### src/sv/assert_macros.svh
// Assertion macros used by the top-level RTL file.
`ifndef ASSERT_MACROS_SVH
`define ASSERT_MACROS_SVH

// Check a property on every rising edge outside reset.
`define ASSERT_CLK(lbl, clk, rstn, prop, msg) \
    lbl: assert property (@(posedge clk) disable iff (!rstn) (prop)) else $error(msg);

// Check that a condition never holds outside reset.
`define ASSERT_NEVER(lbl, clk, rstn, expr, msg) \
    lbl: assert property (@(posedge clk) disable iff (!rstn) !(expr)) else $error(msg);

`endif

### src/sv/mexp_pkg.sv
// Shared types and codes for the modular exponentiation block.
`timescale 1ns / 1ps
`default_nettype none
package mexp_pkg;

    localparam int FIELD_W = 32;

    localparam logic [1:0] OP_REDUCE = 2'd0;
    localparam logic [1:0] OP_MUL    = 2'd1;
    localparam logic [1:0] OP_SQR    = 2'd2;

    localparam logic [1:0] OUT_ONE  = 2'd0;
    localparam logic [1:0] OUT_ZERO = 2'd1;
    localparam logic [1:0] OUT_RES  = 2'd2;

    typedef struct packed {
        logic       load;
        logic       mul_start;
        logic       mul_step;
        logic       mul_wb;
        logic       exp_shift;
        logic       out_load;
        logic [1:0] op;
        logic [1:0] out_sel;
    } cmd_t;

    typedef struct packed {
        logic mod_zero;
        logic exp_in_zero;
        logic exp_bit0;
        logic exp_bit1;
    } sts_t;

endpackage
`default_nettype wire

### src/sv/mexp_datapath.sv
// Datapath: operand registers, modulus register and the shift-add modular multiplier.
`timescale 1ns / 1ps
`default_nettype none
module mexp_datapath
    import mexp_pkg::*;
#(
    parameter int WIDTH = 32
) (
    input  wire logic                 aclk,
    input  wire logic                 aresetn,
    input  wire logic                 cfg_wen,
    input  wire logic [FIELD_W-1:0]   cfg_wdata,
    input  wire logic [2*FIELD_W-1:0] s_tdata,
    input  wire cmd_t                 cmd,
    output sts_t                      sts,
    output logic [FIELD_W-1:0]        m_tdata
);

    logic [WIDTH+FIELD_W-1:0] base_ext, exp_ext, mod_ext;
    logic [WIDTH-1:0]         base_in, exp_in, mod_in;
    logic [FIELD_W+WIDTH-1:0] res_ext;
    logic [WIDTH-1:0]         modulus_reg, modulus_next;
    logic [WIDTH-1:0]         base_reg, base_next;
    logic [WIDTH-1:0]         exp_reg, exp_next;
    logic [WIDTH-1:0]         res_reg, res_next;
    logic [WIDTH-1:0]         acc_reg, acc_next;
    logic [WIDTH-1:0]         opa_reg, opa_next;
    logic [WIDTH-1:0]         opb_reg, opb_next;
    logic [FIELD_W-1:0]       out_reg, out_next;
    logic [WIDTH+1:0]         sum, m1, m2, diff1, diff2;
    logic [WIDTH-1:0]         acc_step;
    logic                     mod_one;

    assign base_ext = {{WIDTH{1'b0}}, s_tdata[FIELD_W-1:0]};
    assign exp_ext  = {{WIDTH{1'b0}}, s_tdata[2*FIELD_W-1:FIELD_W]};
    assign mod_ext  = {{WIDTH{1'b0}}, cfg_wdata};
    assign base_in  = base_ext[WIDTH-1:0];
    assign exp_in   = exp_ext[WIDTH-1:0];
    assign mod_in   = mod_ext[WIDTH-1:0];
    assign res_ext  = {{FIELD_W{1'b0}}, res_reg};

    assign mod_one = (modulus_reg == WIDTH'(1));

    assign sts.mod_zero    = (modulus_reg == '0);
    assign sts.exp_in_zero = (exp_in == '0);
    assign sts.exp_bit0    = exp_reg[0];
    assign sts.exp_bit1    = exp_reg[1];

    // one bit of b per cycle: acc = (2*acc + bit*a) mod m, sum stays below 3m
    always_comb begin
        m1    = {2'b00, modulus_reg};
        m2    = {1'b0, modulus_reg, 1'b0};
        sum   = {1'b0, acc_reg, 1'b0} + (opb_reg[WIDTH-1] ? {2'b00, opa_reg} : '0);
        diff1 = sum - m1;
        diff2 = sum - m2;
        priority if (sum >= m2) begin
            acc_step = diff2[WIDTH-1:0];
        end else if (sum >= m1) begin
            acc_step = diff1[WIDTH-1:0];
        end else begin
            acc_step = sum[WIDTH-1:0];
        end
    end

    always_comb begin
        modulus_next = cfg_wen ? mod_in : modulus_reg;
        base_next    = base_reg;
        exp_next     = exp_reg;
        res_next     = res_reg;
        acc_next     = acc_reg;
        opa_next     = opa_reg;
        opb_next     = opb_reg;
        out_next     = out_reg;
        if (cmd.load) begin
            base_next = base_in;
            exp_next  = exp_in;
            res_next  = mod_one ? '0 : WIDTH'(1);
        end
        if (cmd.mul_start) begin
            acc_next = '0;
            unique case (cmd.op)
                OP_REDUCE: begin
                    opa_next = WIDTH'(1);
                    opb_next = base_reg;
                end
                OP_MUL: begin
                    opa_next = res_reg;
                    opb_next = base_reg;
                end
                default: begin
                    opa_next = base_reg;
                    opb_next = base_reg;
                end
            endcase
        end
        if (cmd.mul_step) begin
            acc_next = acc_step;
            opb_next = {opb_reg[WIDTH-2:0], 1'b0};
        end
        if (cmd.mul_wb) begin
            if (cmd.op == OP_MUL) begin
                res_next = acc_reg;
            end else begin
                base_next = acc_reg;
            end
        end
        if (cmd.exp_shift) begin
            exp_next = {1'b0, exp_reg[WIDTH-1:1]};
        end
        if (cmd.out_load) begin
            unique case (cmd.out_sel)
                OUT_ONE:  out_next = FIELD_W'(1);
                OUT_ZERO: out_next = '0;
                default:  out_next = res_ext[FIELD_W-1:0];
            endcase
        end
    end

    always_ff @(posedge aclk) begin
        if (!aresetn) begin
            modulus_reg <= WIDTH'(1);
        end else begin
            modulus_reg <= modulus_next;
        end
    end

    always_ff @(posedge aclk) begin
        base_reg <= base_next;
        exp_reg  <= exp_next;
        res_reg  <= res_next;
        acc_reg  <= acc_next;
        opa_reg  <= opa_next;
        opb_reg  <= opb_next;
        out_reg  <= out_next;
    end

    assign m_tdata = out_reg;

endmodule
`default_nettype wire

### src/sv/mexp_ctrl.sv
// Controller: sequences base reduction, multiply and square steps and the output beat.
`timescale 1ns / 1ps
`default_nettype none
module mexp_ctrl
    import mexp_pkg::*;
#(
    parameter int WIDTH = 32
) (
    input  wire logic aclk,
    input  wire logic aresetn,
    input  wire logic s_tvalid,
    output logic      s_tready,
    output logic      m_tvalid,
    input  wire logic m_tready,
    input  wire sts_t sts,
    output cmd_t      cmd
);

    localparam int CW = $clog2(WIDTH);
    localparam logic [CW-1:0] LAST = CW'(WIDTH - 1);

    localparam logic [2:0] ST_IDLE  = 3'd0;
    localparam logic [2:0] ST_START = 3'd1;
    localparam logic [2:0] ST_RUN   = 3'd2;
    localparam logic [2:0] ST_WB    = 3'd3;
    localparam logic [2:0] ST_FIN   = 3'd4;

    logic [2:0]    state_reg, state_next;
    logic [1:0]    op_reg, op_next;
    logic [1:0]    sel_reg, sel_next;
    logic [CW-1:0] step_cnt_reg, step_cnt_next;
    logic [CW-1:0] bit_cnt_reg, bit_cnt_next;
    logic          out_valid_reg, out_valid_next;

    always_comb begin
        state_next    = state_reg;
        op_next       = op_reg;
        sel_next      = sel_reg;
        step_cnt_next = step_cnt_reg;
        bit_cnt_next  = bit_cnt_reg;
        cmd           = '0;
        cmd.op        = op_reg;
        cmd.out_sel   = sel_reg;
        s_tready      = 1'b0;
        unique case (state_reg)
            ST_IDLE: begin
                s_tready = 1'b1;
                if (s_tvalid) begin
                    cmd.load = 1'b1;
                    priority if (sts.exp_in_zero) begin
                        sel_next   = OUT_ONE;
                        state_next = ST_FIN;
                    end else if (sts.mod_zero) begin
                        sel_next   = OUT_ZERO;
                        state_next = ST_FIN;
                    end else begin
                        op_next    = OP_REDUCE;
                        state_next = ST_START;
                    end
                end
            end
            ST_START: begin
                cmd.mul_start = 1'b1;
                step_cnt_next = LAST;
                state_next    = ST_RUN;
            end
            ST_RUN: begin
                cmd.mul_step = 1'b1;
                if (step_cnt_reg == '0) begin
                    state_next = ST_WB;
                end else begin
                    step_cnt_next = step_cnt_reg - CW'(1);
                end
            end
            ST_WB: begin
                cmd.mul_wb = 1'b1;
                unique case (op_reg)
                    OP_REDUCE: begin
                        bit_cnt_next = LAST;
                        op_next      = sts.exp_bit0 ? OP_MUL : OP_SQR;
                        state_next   = ST_START;
                    end
                    OP_MUL: begin
                        op_next    = OP_SQR;
                        state_next = ST_START;
                    end
                    default: begin
                        cmd.exp_shift = 1'b1;
                        if (bit_cnt_reg == '0) begin
                            sel_next   = OUT_RES;
                            state_next = ST_FIN;
                        end else begin
                            bit_cnt_next = bit_cnt_reg - CW'(1);
                            op_next      = sts.exp_bit1 ? OP_MUL : OP_SQR;
                            state_next   = ST_START;
                        end
                    end
                endcase
            end
            ST_FIN: begin
                if (!out_valid_reg || m_tready) begin
                    cmd.out_load = 1'b1;
                    state_next   = ST_IDLE;
                end
            end
            default: begin
                state_next = ST_IDLE;
            end
        endcase
    end

    always_comb begin
        if (cmd.out_load) begin
            out_valid_next = 1'b1;
        end else if (m_tready) begin
            out_valid_next = 1'b0;
        end else begin
            out_valid_next = out_valid_reg;
        end
    end

    always_ff @(posedge aclk) begin
        if (!aresetn) begin
            state_reg     <= ST_IDLE;
            out_valid_reg <= 1'b0;
        end else begin
            state_reg     <= state_next;
            out_valid_reg <= out_valid_next;
        end
    end

    always_ff @(posedge aclk) begin
        op_reg       <= op_next;
        sel_reg      <= sel_next;
        step_cnt_reg <= step_cnt_next;
        bit_cnt_reg  <= bit_cnt_next;
    end

    assign m_tvalid = out_valid_reg;

endmodule
`default_nettype wire

### src/sv/modular_exponentiation.sv
// Top level of the modular exponentiation block: base^exponent mod modulus.
//
// Write the modulus through cfg_wen/cfg_wdata while the block is idle; it resets to 1.
// Each slave beat carries base and exponent; each master beat returns one power_mod.
// Work runs right to left over WIDTH exponent bits with one shared shift-add modular
// multiplier that retires one multiplier bit per cycle. For a nonzero exponent and modulus
// the work is one base reduction, then for each exponent bit a multiply when the bit is
// set and a squaring. A zero exponent gives result 1 and a zero modulus gives result 0.
// One item is in work at a time; s_tready is high only while no item is in work.
// The result sits in an output register, so the next item is taken while it waits.
// If m_tready stays low, a finished second result holds until the first beat leaves.
// Reset (aresetn low, synchronous) drops any item in work and any waiting result.
`timescale 1ns / 1ps
`default_nettype none
`include "assert_macros.svh"
module modular_exponentiation
    import mexp_pkg::*;
#(
    parameter int WIDTH = 32
) (
    input  wire logic                 aclk,
    input  wire logic                 aresetn,
    input  wire logic                 cfg_wen,
    input  wire logic [FIELD_W-1:0]   cfg_wdata,
    input  wire logic                 s_tvalid,
    output logic                      s_tready,
    input  wire logic [2*FIELD_W-1:0] s_tdata,  // base [31:0], exponent [63:32]
    output logic                      m_tvalid,
    input  wire logic                 m_tready,
    output logic [FIELD_W-1:0]        m_tdata   // power_mod [31:0]
);

    cmd_t       cmd;
    sts_t       sts;
    logic       in_accept;
    logic       out_blocked;
    logic [4:0] cmd_pulses;

    mexp_ctrl #(
        .WIDTH(WIDTH)
    ) u_ctrl (
        .aclk    (aclk),
        .aresetn (aresetn),
        .s_tvalid(s_tvalid),
        .s_tready(s_tready),
        .m_tvalid(m_tvalid),
        .m_tready(m_tready),
        .sts     (sts),
        .cmd     (cmd)
    );

    mexp_datapath #(
        .WIDTH(WIDTH)
    ) u_dp (
        .aclk     (aclk),
        .aresetn  (aresetn),
        .cfg_wen  (cfg_wen),
        .cfg_wdata(cfg_wdata),
        .s_tdata  (s_tdata),
        .cmd      (cmd),
        .sts      (sts),
        .m_tdata  (m_tdata)
    );

    assign in_accept   = s_tvalid && s_tready;
    assign out_blocked = m_tvalid && !m_tready;
    assign cmd_pulses  = {cmd.load, cmd.mul_start, cmd.mul_step, cmd.mul_wb, cmd.out_load};

    `ASSERT_CLK(a_load_on_accept, aclk, aresetn, cmd.load == in_accept, "load without accept")
    `ASSERT_CLK(a_one_cmd, aclk, aresetn, $onehot0(cmd_pulses), "overlapping commands")
    `ASSERT_NEVER(a_out_overwrite, aclk, aresetn, cmd.out_load && out_blocked, "result overwritten")

endmodule
`default_nettype wire
### config.mk
export PLATFORM = sky130hd
export DESIGN_NAME = modular_exponentiation
export DESIGN_NICKNAME = d
export VERILOG_FILES = /design/src/sv/mexp_pkg.sv /design/src/sv/mexp_datapath.sv /design/src/sv/mexp_ctrl.sv /design/src/sv/modular_exponentiation.sv
export VERILOG_INCLUDE_DIRS = /design/src /design/src/sv
export SDC_FILE = /design/constraint.sdc
export NUM_CORES = 1
export LEC_CHECK = 0
export BUFFER_PORTS_ARGS = -buffer_cell sky130_fd_sc_hd__buf_2
export CORE_MARGIN = 2
export CORE_UTILIZATION = 45
export CTS_CLUSTER_SIZE = 20
export DETAILED_ROUTE_END_ITERATION = 10
export PLACE_DENSITY = 0.65
export RECOVER_POWER = 25
export SETUP_SLACK_MARGIN = 0.3
export SLEW_MARGIN = 20
export SYNTH_ARGS = -nofsm -noshare
export SYNTH_HDL_FRONTEND = slang
export SYNTH_HIERARCHICAL = 1
export SYNTH_SLANG_ARGS = --single-unit
### constraint.sdc
create_clock -name aclk -period 5.2 [get_ports aclk]
set_input_delay 1.04 -clock aclk [delete_from_list [all_inputs] [get_ports aclk]]
set_output_delay 1.04 -clock aclk [all_outputs]
set_load 0.02 [all_outputs]
# After elaboration in Yosys (flattened, before gate mapping)
# Cells that the tools add are included.
[totals]
regBits = 274
latchBits = 0
mem_bits_rw = 0
rom_bits = 0
output_inout_bits = 34
wordCells = 117
mem_count = 0
[op_classes]
n_addsub = 5
n_mul = 0
div_mod_pow = 0
magnitude_cmp = 2
n_eq_ne = 18
shifts = 0
mux = 55
n_bitwise = 1
reduce_logical = 20
[op_table]
columns = ["cell", "count"]
rows = [
  ["$mux W32", 13],
  ["$pmux W32 S2", 2],
  ["$logic_not A32 Y1", 2],
  ["$sub A32 B32 Y32", 2],
  ["$mux W31", 2],
  ["$add A33 B32 Y34", 1],
  ["$ge A34 B32 Y1", 1],
  ["$ge A34 B33 Y1", 1],
  ["$eq A32 B1 Y1 const B", 1],
  ["$mux W2", 12],
  ["$mux W3", 7],
  ["$pmux W5 S2", 2],
  ["$pmux W3 S5", 1],
  ["$ne A2 B2 Y1 const B", 6],
  ["$pmux W2 S2", 3],
  ["$mux W1", 11],
  ["$logic_not A5 Y1", 2],
  ["$mux W5", 2],
  ["$reduce_and A5 Y1", 2],
  ["$reduce_bool A2 Y1", 5],
  ["$sub A5 B1 Y5 const B", 2],
  ["$eq A3 B2 Y1 const B", 2],
  ["$ne A2 B1 Y1 const B", 3],
  ["$reduce_and A3 Y1", 2],
  ["12 further kinds", 14],
]

# Logic depth before layout (Yosys ltp)
# Gate-level depths: netlist of the first run.
[logic_depth]
depth_word = 6
ltp_mapped = 25
ltp_nobuf = 23

# Cells and area by module
# The synthesis of the first run kept the hierarchy.
[modules_own_cells]
columns = ["module", "instances", "cells_each", "area_each_um2", "seq_area_each_um2"]
rows = [
  ["mexp_datapath", 1, 1619, 15821.4, 6706.4],
  ["mexp_ctrl", 1, 87, 939.7, 500.5],
]

# Worst setup path before layout of the first run
# Ideal clock, no wire load.
[synth_path]
kind = "reg2reg"
start = "reg u_dp.opb_reg[31]"
end = "reg u_dp.acc_reg[10], data pin"
setup_ps = 270
arrival_ps = 4876
required_time_ps = 4930
setup_slack_ps = 54
stages_incl_launch_ff = 24
n_path_buf = 3
period_less_slack_ps = 5146
path_cell_list = "edfxtp_1 > clkbuf_1 > and2_1 > ha_1 > a21oi_1 > o21ai_1 > or3_1 > o21bai_1 > o21ai_0 > a221o_1 > a21oi_1 > xnor2_1 > ha_1 > a21o_1 > a21o_1 > a21o_1 > a21oi_1 > o21ai_0 > a221oi_2 > o31ai_1 > nor2_1 > buf_4 > clkbuf_1 > a21oi_1"
[synth_via]
elab_chain_cells = 6
[synth_lines]
columns = ["item", "line_no", "source"]
rows = [
  ["start, declared", "mexp_datapath.sv:28", "logic [WIDTH-1:0] opb_reg, opb_next;"],
  ["start signal, assigned", "mexp_datapath.sv:133", "opb_reg <= opb_next;"],
  ["$mux W32 (*)", "mexp_datapath.sv:53", "sum = {1'b0, acc_reg, 1'b0} + (opb_reg[WIDTH-1] ? {2'b00, opa_reg} : '0);"],
  ["$add A33 B32 Y34 (*)", "mexp_datapath.sv:53", ""],
  ["$sub A32 B32 Y32 / $ge A34 B32 Y1 (equally long branches)", "mexp_datapath.sv:54, mexp_datapath.sv:58", ""],
  ["$mux W32", "mexp_datapath.sv:58", "end else if (sum >= m1) begin"],
  ["$mux W32 (*)", "mexp_datapath.sv:56", "priority if (sum >= m2) begin"],
  ["$mux W32 (*)", "mexp_datapath.sv:96", "if (cmd.mul_step) begin"],
  ["end signal, assigned", "mexp_datapath.sv:131", "acc_reg <= acc_next;"],
  ["end, declared", "mexp_datapath.sv:26", "logic [WIDTH-1:0] acc_reg, acc_next;"],
]
# Mark *: on every way between the ends. The rest lies on a longest branch, timed or not.
# A chain may end at the register's enable or synchronous reset.

# Worst setup path in the final report of the first run
[layout_path]
start = "reg u_dp.opb_reg[31]"
end = "reg u_dp.acc_reg[0], data pin"
# The elaborated chain is that of the path after synthesis.

==> metrics.cfg, run 1 <==
[run_status]
outcome = finished with violations
violations = capacitance limit, slew limit

[routing]
ant_nets = 0
first_pass_iters = 6
drt_iter0_drc = 918
via_count = 13800
drcViolationCount = 0
viasPerCell = 5.63
routedWlPerCell_um = 19.2
drt_wl_total_mm = 47.0

[grt]
top_usage_layer = met2
gr-total-overflow = 0
antenna_found_initial = 0
gr-usage-met1 = 0.355
grt_max_degree = 89
met3_usage = 0.0325
grt_pass1_wl_mm = 72.6
gr-usage-all-layers = 0.236
grt_pass1_vias = 13400
grtUsageMet2 = 0.360

[cts]
h-tree-depth = 1
tritoncts = done
clk_pin_slew_worst_paths_ns = 0.06
hold_buffers = 0
cts_sinks = 274
cts_root_buffer = clkbuf_16
insertion_delay_ns = 0.59
clk_path_buf_depth = 3
numCtsBuffers = 31

[layout]
syn_to_final_growth_pct = 23.4
postLayoutCellArea_mm2 = 0.0207
diodes = 0
final_util = 0.565
nets = 2159
drive_gt1_frac = 0.246

[sta]
finalSetupViolCount = 0
max_freq_mhz = 193
tightest_slew_ns = 2.87
hold_violations = 0
period_minus_slack_ns = 5.18
max_slew_margin = -0.911
finalCritPeriodShare = 0.997
whs_ns = 0.487
skew_ns = 0.0166
rsz0062_at_grt = true
slew_viol_final = 192

[logic_synthesis]
synth_warnings = 6
netlist_area_mm2 = 0.0168
synth-edff-count = 172
synth_fp_nets = 1907
synthCells = 1706
postSynthAreaPerCell_um2 = 9.82
ys_seq_elements = 274
synth_ff_type = edfxtp_1
ys_types = 87
async_flop_share = 0
ys_seq_area_frac = 0.430

[floorplan]
core-area_mm2 = 0.0366
dieArea_mm2 = 0.0388
die_w_um = 197
die_h_um = 197
ios = 135
rows = 70
start_util = 0.458

[worst_setup_path]
worstPathMaxFanout = 14
slowest_delay_ns = 0.41
end_kind = flop
crit_path_top_delay_cell = or3_4
worst-endpoint-required_ns = 5.52
cp-start-kind = flop
path_class = flop to flop
arrival_ns = 5.50

[power]
totalPowerFinal_mw = 12.3
p_per_area_mw_per_mm2 = 596
leakage_nw = 8.54
ir_drop_uv = 320

[hold_path]
min_path_type = flop to flop

[flow_run]
cap_violations = 5

[placed_design]
hpwlAfterDp_mm = 33.5
portBuffers = 134
placed_cell_area_mm2 = 0.0188
place_congestion = 0.907

## cell usage after synthesis, types with 4 or more instances
cell | n | area (µm²)
nand2_1 | 209 | 785
edfxtp_1 | 172 | 5160
o21ai_0 | 110 | 551
dfxtp_1 | 102 | 2040
a21oi_1 | 98 | 490
ha_1 | 97 | 1210
mux2i_1 | 88 | 881
and2_1 | 73 | 457
inv_1 | 72 | 270
nor2_1 | 68 | 255
clkbuf_1 | 60 | 225
xnor2_1 | 58 | 508
a21o_1 | 50 | 375
a22o_1 | 49 | 429
nor2b_1 | 45 | 282
nand3b_1 | 33 | 248
mux2_2 | 31 | 349
xor2_1 | 20 | 175
a31oi_1 | 19 | 119
nand4_1 | 17 | 106
nor3_1 | 17 | 85.1
nand3_1 | 16 | 80.1
nor4_1 | 16 | 100
o21a_1 | 15 | 113
nand2b_1 | 13 | 81.3
o21bai_1 | 11 | 82.6
or3_1 | 11 | 68.8
buf_4 | 10 | 75.1
and3_1 | 8 | 50.1
o211ai_1 | 8 | 60.1
o31ai_1 | 8 | 60.1
buf_1 | 6 | 22.5
o22ai_1 | 6 | 37.5
o21ai_1 | 5 | 25.0
a211oi_1 | 4 | 30.0
a21oi_2 | 4 | 35.0
a221o_1 | 4 | 40.0
## cells in the final DEF, fill, tap and decap left out, drive strengths merged, types with 4 or more instances in the layout
master,instances
xor2,20
o21bai,13
nor3,17
xnor2,58
a21oi,102
a211oi,6
nor2,68
mux2,32
nand4,17
o21a,16
o22ai,6
nor3b,4
o21ai,116
nand2,210
and2,73
nor2b,45
clkbuf,52
nand3b,34
clkinv,9
nor4,16
o41ai,4
o211ai,8
dfxtp,102
a22o,49
and3,8
nand2b,13
a21o,50
a31oi,19
mux2i,88
or3,11
ha,97
or2,5
a221o,4
edfxtp,172
buf,288
o31ai,8
nand3,17
inv,76
## metal layers
metal | wire length (µm) | share of wire | vias to the layer above
li1 | - | - | 6726
met1 | 23000 | 0.49 | 6581
met2 | 20300 | 0.43 | 422
met3 | 2700 | 0.057 | 57
met4 | 976 | 0.021 | 0
met5 | 0 | 0 | -
## stage by stage
step | setup TNS, ns | worst slack, ns | instances
2_1_floorplan | 0 | 0.301 | 1706
3_3_place_gp | -3.84 | -0.309 | 2365
3_5_place_dp | -6.33 | -0.339 | 2365
4_1_cts | 0 | 0.0700 | 2438
5_1_grt | -5.77 | -0.225 | 2450
6_report | 0 | 0.0171 | 2450
## power by group
part | switching (mW) | leakage (nW) | total (mW) | internal (mW)
combinational | 3.87 | 5.58 | 7.22 | 3.36
clock | 0.893 | 0.481 | 2.14 | 1.25
sequential | 0.245 | 2.48 | 2.97 | 2.72
total | 5.00 | 8.54 | 12.3 | 7.33
## final timing paths
path                 endpoint  cells after the start  slack, ns              from
max           u_dp/acc_reg[0]                     25       0.02  u_dp/opb_reg[31]
min          u_dp/res_reg[15]                      2       0.49  u_dp/res_reg[15]
max reg2reg   u_dp/acc_reg[0]                     25       0.02  u_dp/opb_reg[31]
min reg2reg  u_dp/res_reg[15]                      2       0.49  u_dp/res_reg[15]
## cell families (layout without fill, tap and decap cells)
family                     count (synthesis)  after routing  synth area share
AOI/OAI and AO/OA                        435            435             0.175
xor gates and xnor gates                  78             78            0.0408
buffers and inverters                    153            429            0.0375
and+or+nand+nor                          546            546             0.166
muxes                                    120            120            0.0743
DFF                                      274            274             0.430
adders and majority gates                100            100            0.0760
## layout make-up
| class | instances | area, µm² |
|---|---|---|
| Clock buffer | 41 | 813 |
| Timing Repair Buffer | 299 | 2050 |
| Fill cell | 3203 | 15900 |
| Inverter | 73 | 274 |
| Multi-Input combinational cell | 1279 | 9570 |
| Tap cell | 468 | 586 |
| Sequential cell | 274 | 7210 |
| Clock inverter | 16 | 175 |
## critical path: cells and delay by family (launching register included)
family / cells / cell delay (ns)
AO/OA/AOI/OAI: 11 / 1.93
AND/OR/NAND/NOR: 5 / 1.03
buffers and inverters: 6 / 0.90
adder cells (fa/ha/maj): 2 / 0.53
flip-flops: 1 / 0.40
XOR/XNOR: 1 / 0.10
## repair_timing
action                                  CTS  global route
endpoints found under the setup margin   32            32
pin swaps                                51            37
cloned                                    1             4
gates resized for setup                  83            30
setup buffers                            15             8
Power figures use the tool's default switching activity.
==> inputs of run 2 (changes only) <==
--- a/config.mk
+++ b/config.mk
@@ -11,7 +11,7 @@
 export CORE_UTILIZATION = 45
 export CTS_CLUSTER_SIZE = 20
 export DETAILED_ROUTE_END_ITERATION = 10
-export PLACE_DENSITY = 0.65
+export PLACE_DENSITY_LB_ADDON = 0.2
 export RECOVER_POWER = 25
 export SETUP_SLACK_MARGIN = 0.3
 export SLEW_MARGIN = 20
==> constraint.sdc (replaced) <==
create_clock -name aclk -period 5.2 [get_ports aclk]
set_input_delay 1.56 -clock aclk [delete_from_list [all_inputs] [get_ports aclk]]
set_output_delay 1.56 -clock aclk [all_outputs]
set_load 0.02 [all_outputs]
==> run 2 against run 1 <==
Effect of this change:
- the run ends with capacitance limit, slew limit, setup timing left
- maximum frequency is 1.3% lower
- register-to-register slack worse by 0.07 ns
- sequential power hardly changed
- global-route usage is 0.28 points higher
- sequential share of layout area is 0.28 points higher
- wire length is 0.71% lower
- power is 1.1% lower
- critical path type unchanged
- largest cell class unchanged
==> metrics.cfg, run 2 (same netlist as run 1, synthesis figures left out) <==
[layout]
diodes = 0  ; unchanged
syn_to_final_growth_pct = 22.4
nets = 2139  ; -0.93%
stdcell_count = 2431  ; -0.78%
final_common_cell = nand2_1
layout_common_cells = nand2_1, edfxtp_1, buf_2, buf_4, o21ai_0
postLayoutCellArea_mm2 = 0.0205  ; -0.79%
drive_gt1_frac = 0.241  ; -0.00475
n_fill_cell = 3250  ; +1.5%

[cts]
h-tree-depth = 2  ; +1
insertion_delay_ns = 0.54  ; -0.05 ns
tritoncts = done
cts_sinks = 274  ; unchanged
numCtsBuffers = 34  ; +9.7%
clk_path_buf_depth = 3  ; unchanged
cts_root_buffer = clkbuf_16
clk_pin_slew_worst_paths_ns = 0.06  ; about the same
hold_buffers = 0  ; unchanged

[routing]
first_pass_iters = 5  ; -1
drcViolationCount = 0  ; unchanged
ant_nets = 0  ; unchanged
via_count = 13700  ; -0.78%
drt_iter0_drc = 894  ; -2.6%
drt_wl_total_mm = 46.7  ; -0.71%
routedWlPerCell_um = 19.2  ; about the same
viasPerCell = 5.63  ; about the same

[power]
totalPowerFinal_mw = 12.2  ; -1.1%
ir_drop_uv = 244  ; -24%
leakage_nw = 8.46  ; -0.95%
p_per_area_mw_per_mm2 = 594  ; -0.36%

[worst_setup_path]
worstPathMaxFanout = 8  ; -6
arrival_ns = 5.61  ; +0.11 ns
crit_path_top_delay_cell = edfxtp_1
cp_cell_sequence = buf_6, and2_4, ha_4, a21oi_2, o21ai_2, or3_4, o21bai_4, o21ai_2, a221o_1, a21oi_2, xnor2_2, buf_4, ha_4, buf_4, nand4_1, or3_1, nor2_1, o211ai_1, o211ai_1, a311o_1, and3b_2, or3_1, a311oi_2
end_kind = flop
cp-start-kind = flop
worst-endpoint-required_ns = 5.56  ; +0.04 ns
critPathTopFamily = simple AND/OR/NAND/NOR gates
path_class = flop to flop
critPathBufInv = 3  ; -3
slowest_delay_ns = 0.49  ; +0.08 ns

[sta]
max_slew_margin = -0.894  ; +0.0170
rsz0062_at_grt = true
skew_ns = 0.0138  ; -0.00284 ns
finalSetupViolCount = 3  ; +3
max_freq_mhz = 190  ; -1.3%
layout_setup_ws_ns = -0.0502  ; -0.0673 ns
hold_violations = 0  ; unchanged
period_minus_slack_ns = 5.25  ; +0.0673 ns
tightest_slew_ns = 2.84  ; -0.0255 ns
slew_viol_final = 149  ; -22%
finalCritPeriodShare = 1.01  ; +0.0129
whs_ns = 0.488  ; +0.000596 ns

[grt]
gr-total-overflow = 0  ; unchanged
grt_max_degree = 69  ; -22%
grt_pass1_vias = 13400  ; -0.015%
grt_pass1_wl_mm = 73.0  ; +0.53%
gr-usage-all-layers = 0.239  ; +0.00284
antenna_found_initial = 0  ; unchanged

[floorplan]
die_w_um = 197  ; unchanged
dieArea_mm2 = 0.0388  ; unchanged
core-area_mm2 = 0.0366  ; unchanged
die_h_um = 197  ; unchanged
start_util = 0.458  ; unchanged
rows = 70  ; unchanged
ios = 135  ; unchanged

[placed_design]
hpwlAfterDp_mm = 33.6  ; +0.16%
portBuffers = 134  ; unchanged
dp_cells = 2349  ; -0.68%
pre_cts_slack_ns = -0.351  ; -0.0113 ns
place_congestion = 0.897  ; -1.2%
placed_cell_area_mm2 = 0.0187  ; -0.60%

[hold_path]
min_path_type = flop to flop

[flow_run]
cap_violations = 4  ; -1

[run_status]
violations = capacitance limit, slew limit, setup timing
outcome = finished with violations

==> run 2: worst min-delay path, delay by kind of cell, from the launching register on <==
kind             cells  cell delay [ns]
flip-flops           1             0.32
AND/OR/NAND/NOR      2             0.13
==> run 2: final cells by class <==
cell class	count	area, µm²	area share
Clock buffer	49	1030	0.0504
Clock inverter	12	68.8	0.00336
Tap cell	468	586	0.0285
Multi-Input combinational cell	1279	9510	0.464
Inverter	73	274	0.0134
Sequential cell	274	7210	0.351
Timing Repair Buffer	276	1830	0.0893
==> run 2: through the flow <==
stage	TNS (ns)	util
after global routing	-5.05	0.560
after CTS	0	0.556
after detailed placement	-7.46	0.511
final	-0.0745	0.560
after global placement	-4.70	0.511
after floorplan	0	-
==> run 2: final timing paths <==
kind	end	slack (ns)	depth (start not counted)	from
max	u_dp/acc_reg[19]	-0.05	23	u_dp/opb_reg[31]
min	u_dp/res_reg[8]	0.49	2	u_dp/res_reg[8]
max reg2reg	u_dp/acc_reg[19]	-0.05	23	u_dp/opb_reg[31]
min reg2reg	u_dp/res_reg[8]	0.49	2	u_dp/res_reg[8]
==> run 2: metal layers <==
metal	global-route usage	wire length [µm]	vias to the layer above
met5	0	0	-
met4	0.0649	1010	0
met3	0.0337	3040	72
met2	0.364	20000	468
met1	0.355	22600	6456
li1	-	-	6683
==> run 2: repair_timing <==
| action | in CTS | in global routing |
|---|---|---|
| pin swaps | 57 | 25 |
| setup buffers | 17 | 2 |
| endpoints found under the setup margin | 32 | 32 |
| cloned | 0 | 1 |
| endpoints found under the hold margin | 0 | 0 |
| gates resized for setup | 74 | 31 |
==> run 2: report_power, final <==
group | switching, mW | leakage, nW | internal (mW)
registers | 0.252 | 2.48 | 2.72
clock network | 0.923 | 0.545 | 1.39
logic | 3.75 | 5.44 | 3.15
total | 4.93 | 8.46 | 7.26
==> inputs of run 3 (changes only) <==
--- a/config.mk
+++ b/config.mk
@@ -6,7 +6,7 @@
 export SDC_FILE = /design/constraint.sdc
 export NUM_CORES = 1
 export LEC_CHECK = 0
-export BUFFER_PORTS_ARGS = -buffer_cell sky130_fd_sc_hd__buf_2
+export BUFFER_PORTS_ARGS = -buffer_cell sky130_fd_sc_hd__buf_4
 export CORE_MARGIN = 2
 export CORE_UTILIZATION = 45
 export CTS_CLUSTER_SIZE = 20
==> run 3 against run 2 <==
Effect of this change:
- the run still ends with capacitance limit, slew limit, setup timing left
- via count increased by 0.62%
- wire length rose by 0.90%
- hold slack better by 0.0032 ns
- combinational power grew 5.5%
- die area is the same
- setup slack lost 0.027 ns
- register-to-register slack worse by 0.03 ns
- clock skew shrank 0.0042 ns
- sequential power barely moved
- design area up 3.1%
- maximum frequency down 0.51%
- critical path depth decreased by 1
- critical path type unchanged
- largest cell class unchanged
- largest power group unchanged
- highest routed layer unchanged
==> metrics.cfg, run 3 (same netlist as run 1, synthesis figures left out) <==
[run_status]
outcome = finished with violations
violations = capacitance limit, slew limit, setup timing

[sta]
hold_violations = 0  ; unchanged
rsz0062_at_grt = true
max_freq_mhz = 189  ; -0.51%
finalSetupViolCount = 19  ; +16
max_slew_margin = -0.895  ; -0.00148
slew_viol_final = 152  ; +2.0%
tightest_slew_ns = 2.84  ; +0.00222 ns
finalCritPeriodShare = 1.01  ; +0.00522
layout_setup_ws_ns = -0.0773  ; -0.0271 ns
period_minus_slack_ns = 5.28  ; +0.0271 ns
finalSetupTns_ns = -0.444  ; -0.369 ns
skew_ns = 0.00964  ; -0.00417 ns

[layout]
regArea_mm2 = 0.00721  ; unchanged
diodes = 0  ; unchanged
stdcell_count = 2453  ; +0.90%
n_fill_cell = 3169  ; -2.5%
nets = 2161  ; +1.0%
final_util = 0.578  ; +0.0174
multi_input_area_mm2 = 0.00966  ; +1.6%
drive_gt1_frac = 0.259  ; +0.0180
final_common_cell = buf_4
postLayoutCellArea_mm2 = 0.0211  ; +3.1%
layout_common_cells = buf_4, nand2_1, edfxtp_1, dfxtp_1, o21ai_0
syn_to_final_growth_pct = 26.2

[power]
leakage_nw = 8.67  ; +2.5%
ir_drop_uv = 310  ; +27%
totalPowerFinal_mw = 12.5  ; +2.4%
p_per_area_mw_per_mm2 = 590  ; -0.72%

[worst_setup_path]
reg2reg_depth = 22  ; -4.3%
worstPathMaxFanout = 7  ; -1
end_kind = flop
cp-start-kind = flop
arrival_ns = 5.67  ; +0.06 ns
worst-endpoint-required_ns = 5.59  ; +0.03 ns
path_class = flop to flop

[routing]
drcViolationCount = 0  ; unchanged
drt_iter0_drc = 1036  ; +16%
drt_wl_total_mm = 47.1  ; +0.90%
ant_nets = 0  ; unchanged
route.met2.wl_mm = 20.1  ; +0.55%
dr_wl_met3_mm = 2.55  ; -16%
viasPerCell = 5.61  ; -0.28%
topRoutingLayerUsed = met4
first_pass_iters = 5  ; unchanged
via_count = 13800  ; +0.62%
routedWlPerCell_um = 19.2  ; about the same
met1_length_mm = 23.6  ; +4.4%

[cts]
h-tree-depth = 1  ; -1
cts_root_buffer = clkbuf_16
clk_pin_slew_worst_paths_ns = 0.06  ; about the same
tritoncts = done
numCtsBuffers = 31  ; -8.8%
insertion_delay_ns = 0.57  ; +0.03 ns
cts_sinks = 274  ; unchanged
clk_path_buf_depth = 3  ; unchanged

[placed_design]
hpwlAfterDp_mm = 33.8  ; +0.78%
dp_cells = 2365  ; +0.68%
placed_cell_area_mm2 = 0.0192  ; +2.5%
portBuffers = 134  ; unchanged
place_congestion = 0.917  ; +2.3%

[floorplan]
die_h_um = 197  ; unchanged
start_util = 0.458  ; unchanged
dieArea_mm2 = 0.0388  ; unchanged
die_w_um = 197  ; unchanged
rows = 70  ; unchanged
core-area_mm2 = 0.0366  ; unchanged
ios = 135  ; unchanged

[grt]
grt_max_degree = 69  ; unchanged
grt_pass1_wl_mm = 74.1  ; +1.5%
gr-total-overflow = 0  ; unchanged
grt_pass1_vias = 13400  ; +0.28%
antenna_found_initial = 0  ; unchanged
gr-usage-all-layers = 0.240  ; +0.000549

[flow_run]
cap_violations = 4  ; unchanged

[hold_path]
hold_path_depth = 2  ; unchanged
min_path_type = flop to flop

[run 3: worst paths after layout]
path	endpoint	start	slack [ns]
min	u_dp/res_reg[8]	u_dp/res_reg[8]	0.49
min reg2reg	u_dp/res_reg[8]	u_dp/res_reg[8]	0.49
max	u_dp/acc_reg[19]	u_dp/opb_reg[31]	-0.08
max reg2reg	u_dp/acc_reg[19]	u_dp/opb_reg[31]	-0.08
[run 3: power breakdown]
| part | internal, mW | leakage [nW] | switching (mW) |
|---|---|---|---|
| clock network | 1.30 | 0.509 | 0.920 |
| registers | 2.72 | 2.48 | 0.250 |
| logic | 3.39 | 5.69 | 3.89 |
[run 3: critical path, stage by stage (launching register included)]
cell and delay, ns:
edfxtp_1 0.50, buf_6 0.18, and2_4 0.14, ha_4 0.22, o211ai_1 0.28, a21oi_4 0.05
o2111a_2 0.33, o2111ai_4 0.25, a211oi_2 0.11, or3_4 0.41, a21oi_2 0.18, xnor2_1 0.10
buf_4 0.17, ha_4 0.27, and3_4 0.19, nand4_1 0.18, nor2_4 0.17, o211ai_1 0.15
o211ai_1 0.17, a311o_1 0.20, and3b_2 0.27, or3_1 0.32, a311oi_1 0.25
[run 3: cell type report]
type,instances,area share
Inverter,73,0.0130
Timing Repair Buffer,301,0.112
Clock buffer,44,0.0439
Tap cell,468,0.0277
Clock inverter,14,0.00598
Multi-Input combinational cell,1279,0.457
Sequential cell,274,0.341
[run 3: stage by stage]
stage | setup slack, ns | hold WS (ns)
finish | -0.0773 | 0.491
global route | -0.265 | 0.498
CTS | 0.0569 | 0.486
detailed placement | -0.394 | 0.478
global placement | -0.286 | 0.471
floorplan | 0.301 | 0.454
[run 3: what timing repair did]
action / CTS / global route
gates resized for setup: 63 / 71
endpoints found under the setup margin: 32 / 32
hold buffers: 0 / 0
cloned: 0 / 0
buffers inserted: 14 / 15
hold endpoints to repair: 0 / 0
pin swaps: 47 / 30
[run 3: routing by layer]
metal  track usage  vias up
met5             0        -
met4        0.0496        0
met3        0.0233       56
met2         0.363      394
met1         0.370     6584
li1              -     6730
